**src/pewr_pkg.sv**
```systemverilog
package pewr_pkg;

  localparam int DEVICE_COUNT_DEF = 60;
  localparam int TASK_COUNT_DEF   = 64;

  localparam int DEV_W  = 6;
  localparam int TASK_W = 6;
  localparam int TIME_W = 32;
  localparam int WAKE_W = 64;

  localparam int PERIOD_STEP = 100;
  localparam int LAST_DEV    = 59;
  localparam int LAST_PERIOD = 9000;

  localparam logic CMD_WAIT = 1'b0;
  localparam logic CMD_TICK = 1'b1;

  localparam logic STATUS_OK     = 1'b0;
  localparam logic STATUS_LOCKED = 1'b1;

  typedef enum logic {
    ST_IDLE,
    ST_TICK
  } pewr_state_t;

  // wait write broadcast to every cell, the cell with a matching index takes it
  typedef struct packed {
    logic              en;
    logic [DEV_W-1:0]  dev;
    logic [TASK_W-1:0] tsk;
  } pewr_wr_t;

  function automatic logic [TIME_W-1:0] dev_period(input int idx);
    logic [TIME_W-1:0] p;
    if (idx == LAST_DEV) begin
      p = TIME_W'(LAST_PERIOD);
    end else begin
      p = TIME_W'(PERIOD_STEP * (idx + 1));
    end
    return p;
  endfunction

endpackage

```
**src/pewr_cell.sv**
```systemverilog
module pewr_cell
  import pewr_pkg::*;
#(
  parameter int IDX        = 0,
  parameter int TASK_COUNT = TASK_COUNT_DEF
) (
  input  logic                  clk,
  input  logic                  rst_n,
  input  logic                  tok_vld_i,
  input  logic [TASK_COUNT-1:0] wake_i,
  input  logic [TIME_W-1:0]     now_i,
  input  pewr_wr_t              wr_i,
  output logic                  tok_vld_o,
  output logic [TASK_COUNT-1:0] wake_o
);

  localparam logic [TIME_W-1:0] PERIOD = dev_period(IDX);

  logic [TIME_W-1:0]     match_r, match_nxt;
  logic [TASK_COUNT-1:0] set_r, set_nxt;
  logic                  tok_r;
  logic [TASK_COUNT-1:0] wake_r, wake_nxt;
  logic                  hit;
  logic                  sel;
  logic [TASK_COUNT-1:0] onehot;

  always_comb begin
    hit = tok_vld_i && (match_r <= now_i);
    sel = wr_i.en && (wr_i.dev == DEV_W'(IDX));
    for (int j = 0; j < TASK_COUNT; j++) begin
      onehot[j] = (wr_i.tsk == TASK_W'(j));
    end

    match_nxt = match_r;
    set_nxt   = set_r;
    wake_nxt  = wake_i;
    if (hit) begin
      // wraps modulo 2^32
      match_nxt = match_r + PERIOD;
      set_nxt   = '0;
      wake_nxt  = wake_i | set_r;
    end else if (sel) begin
      set_nxt = set_r | onehot;
    end
  end

  always_ff @(posedge clk) begin
    if (!rst_n) begin
      match_r <= PERIOD;
      set_r   <= '0;
      tok_r   <= 1'b0;
    end else begin
      match_r <= match_nxt;
      set_r   <= set_nxt;
      tok_r   <= tok_vld_i;
    end
  end

  always_ff @(posedge clk) begin
    wake_r <= wake_nxt;
  end

  assign tok_vld_o = tok_r;
  assign wake_o    = wake_r;

endmodule

```
**config.mk**
```make
export PLATFORM = sky130hd
export DESIGN_NAME = pewr_cell
export DESIGN_NICKNAME = d
export VERILOG_FILES = /design/src/pewr_pkg.sv /design/src/pewr_cell.sv
export SDC_FILE = /design/constraint.sdc
export NUM_CORES = 1
export LEC_CHECK = 0
export BUFFER_PORTS_ARGS = -buffer_cell sky130_fd_sc_hd__clkbuf_2
export CAP_MARGIN = 20
export CORE_ASPECT_RATIO = 0.75
export CORE_MARGIN = 2
export CORE_UTILIZATION = 54
export CTS_BUF_LIST = sky130_fd_sc_hd__clkbuf_4 sky130_fd_sc_hd__clkbuf_8
export DETAILED_ROUTE_END_ITERATION = 6
export PLACE_DENSITY = 0.85
export SYNTH_ARGS = -nofsm -noshare
export SYNTH_HDL_FRONTEND = slang
export SYNTH_SLANG_ARGS = --single-unit
export TNS_END_PERCENT = 30
```
**constraint.sdc**
```tcl
create_clock -name clk -period 2.8 [get_ports clk]
set_clock_uncertainty 0.05 [all_clocks]
set_input_delay 0.14 -clock clk [delete_from_list [all_inputs] [get_ports clk]]
set_output_delay 0.14 -clock clk [all_outputs]
set_load 0.05 [all_outputs]
```
# Word-level counts from Yosys, hierarchy flattened

Cells that the tools add are included.

Order comparisons: 1
Reductions and logical operators: 5
Mux-type cells: 1
Add/subtract/negate cells: 1
Eq/ne operators: 63
Bitwise operators: 3

Operators by type and width:

| cell                                                 | count |
|---|---|
| equality test 6 bit (second input constant)          | 32 |
| bitwise OR 64 bit                                    | 2 |
| equality test 6 x 5 -> 1 bit (second input constant) | 16 |
| two-way mux 64 bit                                   | 1 |
| equality test 6 x 4 -> 1 bit (second input constant) | 8 |
| adder 32 x 7 -> 32 bit (second input constant)       | 1 |
| less-or-equal comparator 32 bit                      | 1 |
| equality test 6 x 3 -> 1 bit (second input constant) | 4 |
| equality test 6 x 2 -> 1 bit (second input constant) | 2 |
| logical NOT 6 bit                                    | 2 |
| equality test 6 x 1 -> 1 bit (second input constant) | 1 |
| logical AND 1 bit                                    | 2 |
| OR reduction 2 bit                                   | 1 |
| inverter 1 bit                                       | 1 |

Output and inout port bits: 65
Bits in registers: 161
Logic and storage cells: 78
Input bits: 112

# Logic depth before layout (Yosys ltp)

Gate-level depths: netlist of run 1.

Depth in word-level cells: 3
Mapped depth: 11
Gate-level depth less buffers: 9

# Least setup slack after synthesis of run 1

OpenSTA, ideal clock, no wires.

Path kind: reg-to-reg
Start point: register match_r[30]
End point: register match_r[21]
Setup slack: 0.416 ns
Stages on the path, launching flop included: 10
Library setup time: 0.132 ns
Period minus slack after synthesis: 2.384 ns
Data required time: 2.618 ns
Path buffers: 1
Data arrival time: 2.202 ns
Cells stage by stage: dfxtp_1 > ha_1 > nand4_1 > nor4_2 > and2_1 > o22ai_1 > or2_1 > buf_2 > o41ai_1 > a21oi_1

Longest elaborated chain between the ends: 2

RTL lines:

| item                            | line            | text |
|---|---|---|
| start, declared                 | pewr_cell.sv:19 | `logic [TIME_W-1:0] match_r, match_nxt;` |
| start signal, assigned          | pewr_cell.sv:53 | `match_r <= match_nxt;` |
| less-or-equal comparator 32 bit | pewr_cell.sv:28 | `hit = tok_vld_i && (match_r <= now_i);` |
| logical AND 1 bit               | pewr_cell.sv:28 |  |

No other way between the ends.
A chain may end at the register's enable or synchronous reset.

# Final worst setup path of run 1

Start point: register match_r[21]
End point: register match_r[21]

Longest elaborated chain between the ends: 2
Elaborated cells between the ends (all ways): 3
Classes of those cells: add/sub: 1; order compare: 1; reduce/logical: 1

RTL lines:

| item                            | line |
|---|---|
| less-or-equal comparator 32 bit | pewr_cell.sv:28 |
| logical AND 1 bit               | pewr_cell.sv:28 |

Several ways; a longest one is shown, not always the timed one.

==> results of run 1 <==
## routing by layer
metal	track usage (%)	vias to the layer above	routed length, microns
li1	-	2843	-
met1	37.9	2770	7870
met2	47.3	287	8510
met3	7.36	51	1280
met4	11.8	0	517
met5	0	-	0
## cell usage in the layout (no fill, tap or decap), types with 3 or more instances in the layout
| master | synthesis | layout |
|---|---|---|
| clkbuf_2 | 0 | 176 |
| dfxtp_1 | 159 | 159 |
| nor2_1 | 98 | 97 |
| a21oi_1 | 74 | 74 |
| dlygate4sd3_1 | 0 | 67 |
| a21o_1 | 65 | 65 |
| inv_1 | 37 | 37 |
| nand2_1 | 31 | 31 |
| ha_1 | 31 | 30 |
| xnor2_1 | 18 | 18 |
| nor3_1 | 17 | 17 |
| clkbuf_8 | 0 | 17 |
| buf_4 | 0 | 17 |
| nand3_1 | 14 | 14 |
| nand4_1 | 11 | 11 |
| nor4_1 | 10 | 10 |
| a31oi_1 | 9 | 9 |
| nand2b_1 | 8 | 8 |
| o21ai_0 | 6 | 6 |
| and3_1 | 6 | 6 |
| nor2b_1 | 5 | 5 |
| mux2i_1 | 4 | 4 |
| inv_6 | 0 | 4 |
| inv_8 | 0 | 4 |
| nor4_4 | 1 | 3 |
| and2_1 | 3 | 3 |
## critical path: cells and delay by family (launching register included)
family,cells,cell delay [ns]
AND/OR/NAND/NOR,5,1.40
flip-flops,1,0.37
adder cells (fa/ha/maj),1,0.33
AO/OA/AOI/OAI,2,0.29
buffers and inverters,1,0.21
## stage by stage
stage                     power (mW)  worst slack (ns)  cell area, sq um  cells  hold slack (ns)
after detailed placement        2.99          -0.00559              7310    978            0.265
after CTS                       4.79           0.00357              8400   1076           0.0173
after global placement          2.98            0.0526              7310    978            0.261
after global routing            4.98           -0.0349              8460   1076           0.0521
final                           4.80            0.0785              8460   1076           0.0614
after floorplan                 2.78             0.416              6200    669            0.176
## synthesized netlist by cell type, drive strengths merged (13+ instances only)
cell	count
a21o	65
a21oi	74
buf	16
dfxtp	159
ha	31
inv	37
nand2	32
nand3	14
nor2	98
nor3	18
nor4	13
xnor2	18
## final cells by class
type                       count  area [sq um]
timing repair buffer         264          1740
clock inverter                14           173
sequential                   159          3180
clock buffer                  17           234
fill                         735          2610
inverter                      37           139
multi-input combinational    445          2810
tap                          140           175
## sequential cells by signal (all words and copies together) (netlist names)
register,flops
set_r,64
tok_vld_o,1
match_r,30
wake_o,64
## cell families after synthesis
group,after synthesis,share of synthesized area (%)
AO/OA/AOI/OAI,171,17.5
adder cells (fa/ha/maj),31,6.26
AND/OR/NAND/NOR,221,17.4
XOR/XNOR,18,2.54
flip-flops,159,51.4
multiplexers,4,0.646
buffers and inverters,65,4.36
## timing repair
item | in CTS | in global routing
setup endpoints to repair | 1 | 77
pin swaps | 0 | 5
hold buffers | 67 | 0
resized for setup | 1 | 8
setup buffers | 0 | 0
hold endpoints to repair | 66 | 0
## power breakdown
part,leakage (nW),switching [mW],internal [mW],total [mW]
combinational,2.51,0.418,0.263,0.681
sequential,1.31,0.0314,2.33,2.36
clock,0.201,0.940,0.825,1.77
## how the worst max path moves through the flow
stage | from | endpoint | slack, ns | depth (start not counted)
finish | match_r[21] | match_r[21] | 0.08 | 9
global placement | match_r[30] | match_r[22] | 0.05 | 10
global route | match_r[21] | match_r[21] | -0.03 | 9
CTS | match_r[30] | match_r[21] | 0.004 | 9
floorplan | match_r[30] | match_r[21] | 0.42 | 9
detailed placement | match_r[30] | match_r[21] | -0.006 | 9
==> flow_summary.json, run 1 <==
{
  "status": "finished clean",
  "cts_buffers": 17,
  "portBuffers": 176,
  "insertion_delay_ns": 0.44,
  "clock_path_buffers": 2,
  "tritoncts": "built",
  "finalWeightedCongestion": 0.870,
  "grt_max_degree": 65,
  "drt_first_pass_iters": 5,
  "htreeDepth": 4,
  "synth_cell_types": 46,
  "synth_top_cell_area_share_pct": 51.4,
  "criticalPathCategory": "flip-flop to flip-flop",
  "final.setup.tns_ns": 0,
  "syn2layout_area_growth_pct": 36.5,
  "grt_pass1_wl_mm": 28.6,
  "drt_first_iter_violations": 547,
  "synth_seq_cells": 159,
  "antenna_found_initial": 0,
  "first_global_vias": 5815,
  "synth-main-ff-cell": "dfxtp_1",
  "critPathMaxFanout": 19,
  "required_ns": 3.11,
  "startpoint_type": "flip-flop",
  "ys_seq_area_share_pct": 51.4,
  "yosys_warnings": 0,
  "period_minus_slack_ns": 2.72,
  "viasPerCell": 5.53,
  "wl_mm": 18.2,
  "finalHoldViolCount": 0,
  "routed-via-count": 5951,
  "grt-ovfl-total": 0,
  "crit_chain": "ha_1 > nand4_1 > nor4_4 > and2_1 > o22ai_1 > buf_6 > nor4_4 > or3b_1 > a21oi_1",
  "path_common_cell": "nor4_4",
  "wl_per_cell_microns": 16.9,
  "max_freq_ghz": 0.367,
  "hold_path_end": "match_r[5]",
  "power.leakage_nw": 4.01,
  "syn_avg_cell_area_sq_um": 9.26,
  "rows": 33,
  "setup_viol": 0,
  "worst_pin_slew_ns": 1.09,
  "vdd_drop_max_mv": 0.505,
  "crit_path_end_kind": "flip-flop",
  "die_x_microns": 128,
  "r2r_slack_ns": 0.08,
  "netlist_area_sq_um": 6200,
  "arrival_ns": 3.03,
  "holdPathStages": 2,
  "rr_startpoint": "match_r[21]",
  "reg2reg_to": "match_r[21]",
  "power.density_nw_per_um2": 568,
  "initial_core_util_pct": 56.0,
  "die-area_sq_um": 12400,
  "drive_gt1_share_pct": 25.5,
  "rr_worst_depth": 9,
  "yosys.area.top_type": "dfxtp_1",
  "period_share_pct": 97.2,
  "final_nets": 1067,
  "syn_nets": 812,
  "final_util_pct": 76.4,
  "synthCells": 669,
  "final_antenna_net_count": 0,
  "relSlewSlack_pct": 26.8,
  "hp-class": "primary input to flip-flop",
  "drc_errors": 0,
  "postSynth.asyncResetShare_pct": 0,
  "synth-edff-count": 0,
  "core_sq_um": 11100,
  "clock_sinks": 159,
  "cts-root-buf": "clkbuf_8",
  "synthTopCellsByArea": "dfxtp_1 (51%), a21o_1 (7.9%), ha_1 (6.3%)",
  "ios": 177,
  "antenna_cells": 0,
  "worstHoldStart": "rst_n",
  "cap_violations": 0,
  "clkSlewWorstSetupHoldPaths_ns": 0.09,
  "track_usage_pct": 29.4,
  "place_hpwl_mm": 11.7,
  "die_h_microns": 96.8,
  "drv_slew": 0,
  "max_stage_delay_ns": 0.39,
  "cp_slowest_cell": "nor4_4",
  "rsz0062_at_grt": "yes"
}
Power figures use the tool's default switching activity.
==> run 2, diff against run 1 <==
--- a/config.mk
+++ b/config.mk
@@ -14,4 +14,5 @@
 export DETAILED_ROUTE_END_ITERATION = 6
 export PLACE_DENSITY = 0.85
+export SLEW_MARGIN = 25
 export SYNTH_ARGS = -nofsm -noshare
 export SYNTH_HDL_FRONTEND = slang
==> constraint.sdc (replaced) <==
create_clock -name clk -period 2.8 [get_ports clk]
set_clock_uncertainty 0.05 [all_clocks]
set_input_delay 0.56 -clock clk [delete_from_list [all_inputs] [get_ports clk]]
set_output_delay 0.56 -clock clk [all_outputs]
set_load 0.05 [all_outputs]
==> run 2 against run 1 <==
Net effect:
- sequential power hardly changed
- die area unchanged
- total power shrank 2.9%
- clock power fell by 4%
- first-iteration DRC count shrank 9.5%
- non-clock buffer count shrank 47
- combinational power down 12%
- critical path depth fell by 1
- critical path type unchanged
- critical endpoint is now match_r[17]
- largest cell class unchanged
==> flow_summary.json, run 2 (same netlist as run 1, synthesis figures left out) <==
{
  "status": "finished clean",
  "track_usage_pct": 25.2,
  "viasPerCell": 5.40,
  "drc_errors": 0,
  "portBuffers": 176,
  "place_hpwl_mm": 11.5,
  "final_cell_mix": "clkbuf_2 (176), dfxtp_1 (156), nor2_1 (97), a21oi_1 (74), a21o_1 (65)",
  "ios": 177,
  "finalHoldViolCount": 0,
  "htreeDepth": 4,
  "grt_pass1_wl_mm": 24.7,
  "syn2layout_area_growth_pct": 28.1,
  "antenna_cells": 0,
  "tritoncts": "built",
  "initial_core_util_pct": 56.0,
  "arrival_ns": 3.06,
  "mostFrequentLayoutCell": "clkbuf_2",
  "startpoint_type": "flip-flop",
  "core_sq_um": 11100,
  "power.leakage_nw": 3.83,
  "rows": 33,
  "grt-ovfl-total": 0,
  "max_freq_ghz": 0.365,
  "placed_cells": 994,
  "final.setup.tns_ns": 0,
  "die_x_microns": 128,
  "clock_path_buffers": 2,
  "wl_per_cell_microns": 15.3,
  "hp-class": "primary input to flip-flop",
  "clkSlewWorstSetupHoldPaths_ns": 0.09,
  "worst_pin_slew_ns": 0.813,
  "grt_max_degree": 50,
  "fillers": 843,
  "hold_buffers": 0,
  "final_cells": 1030,
  "routed-via-count": 5565,
  "insertion_delay_ns": 0.45,
  "period_minus_slack_ns": 2.74,
  "drt_first_pass_iters": 5,
  "multi_input_area_sq_um": 2810,
  "cts-root-buf": "clkbuf_8",
  "first_global_vias": 5208,
  "drt_first_iter_violations": 495,
  "relSlewSlack_pct": 45.3,
  "critPathMaxFanout": 5,
  "vdd_drop_max_mv": 0.490,
  "final_antenna_net_count": 0,
  "power.density_nw_per_um2": 588,
  "period_share_pct": 97.9,
  "required_ns": 3.12,
  "criticalPathCategory": "flip-flop to flip-flop",
  "antenna_found_initial": 0,
  "die-area_sq_um": 12400,
  "cap_violations": 0,
  "wl_mm": 15.8,
  "finalWeightedCongestion": 0.931,
  "setup_viol": 0,
  "die_h_microns": 96.8,
  "clock_sinks": 159,
  "final_nets": 1021,
  "register_area_sq_um": 3190,
  "cts_buffers": 17,
  "drv_slew": 0,
  "crit_path_end_kind": "flip-flop",
  "drive_gt1_share_pct": 29.7
}
[run 2: cell types whose count changed in the layout (fill, tap and decap cells not counted), sizes merged]
cell	previous run	this run
buf	21	41
clkinv	2	5
clkinvlp	2	1
dlygate4sd3	67	0
inv	45	43
or2	1	2
[run 2: worst paths after layout]
| path | cells after the start | slack [ns] | endpoint | start |
|---|---|---|---|---|
| max | 8 | 0.06 | match_r[17] | match_r[25] |
| min reg2reg | 1 | 0.40 | wake_o[22] | set_r[22] |
| min | 2 | 0.23 | wake_o[2] | wake_i[2] |
| max reg2reg | 8 | 0.06 | match_r[17] | match_r[25] |
[run 2: layout make-up]
cell class                 instances  share of cell area, %
multi-input combinational        446                   35.4
inverter                          37                   1.75
tap                              140                   2.21
clock buffer                      17                   2.95
sequential                       159                   40.2
clock inverter                    14                   1.99
timing repair buffer             217                   15.5
[run 2: report_power, final]
group	switching [mW]	total, mW	leakage, nW	internal, mW
logic	0.388	0.602	2.32	0.214
clock network	0.895	1.70	0.201	0.808
registers	0.0327	2.36	1.31	2.33
[run 2: what timing repair did]
| action | in CTS | in global routing |
|---|---|---|
| gates cloned | 0 | 2 |
| buffers inserted | 0 | 3 |
| pin swaps | 0 | 6 |
| gates resized for setup | 1 | 13 |
| endpoints found under the setup margin | 2 | 157 |
[run 2: layer usage]
metal / GRT usage (%) / part of all wire, % / wire length [microns] / up-vias
met5: 0 / 0 / 0 / -
met4: 7.27 / 1.5 / 238 / 0
met3: 7.47 / 9.1 / 1430 / 19
met2: 39.4 / 45 / 7080 / 247
met1: 34.0 / 45 / 7050 / 2566
li1: - / - / - / 2733
[run 2: stage by stage]
step / hold slack (ns) / setup WS, ns / total power, mW / utilization (%) / cell area, sq um
5_1_grt: 0.196 / -0.104 / 4.83 / 71.7 / 7940
6_report: 0.225 / 0.0592 / 4.66 / 71.7 / 7940
3_3_place_gp: 0.388 / -0.269 / 2.99 / 67.3 / 7440
3_5_place_dp: 0.392 / -0.312 / 3.00 / 67.3 / 7440
2_1_floorplan: 0.376 / 0.138 / 2.78 / - / 6200
4_1_cts: 0.208 / 0.0159 / 4.68 / 70.8 / 7840
[run 2: critical path, stage by stage (launching register included)]
cell      delay [ns]
dfxtp_1         0.44
ha_1            0.29
a21oi_1         0.14
o21ai_0         0.10
a221oi_1        0.49
o22ai_4         0.18
or2_4           0.29
or4_1           0.51
a21oi_1         0.16
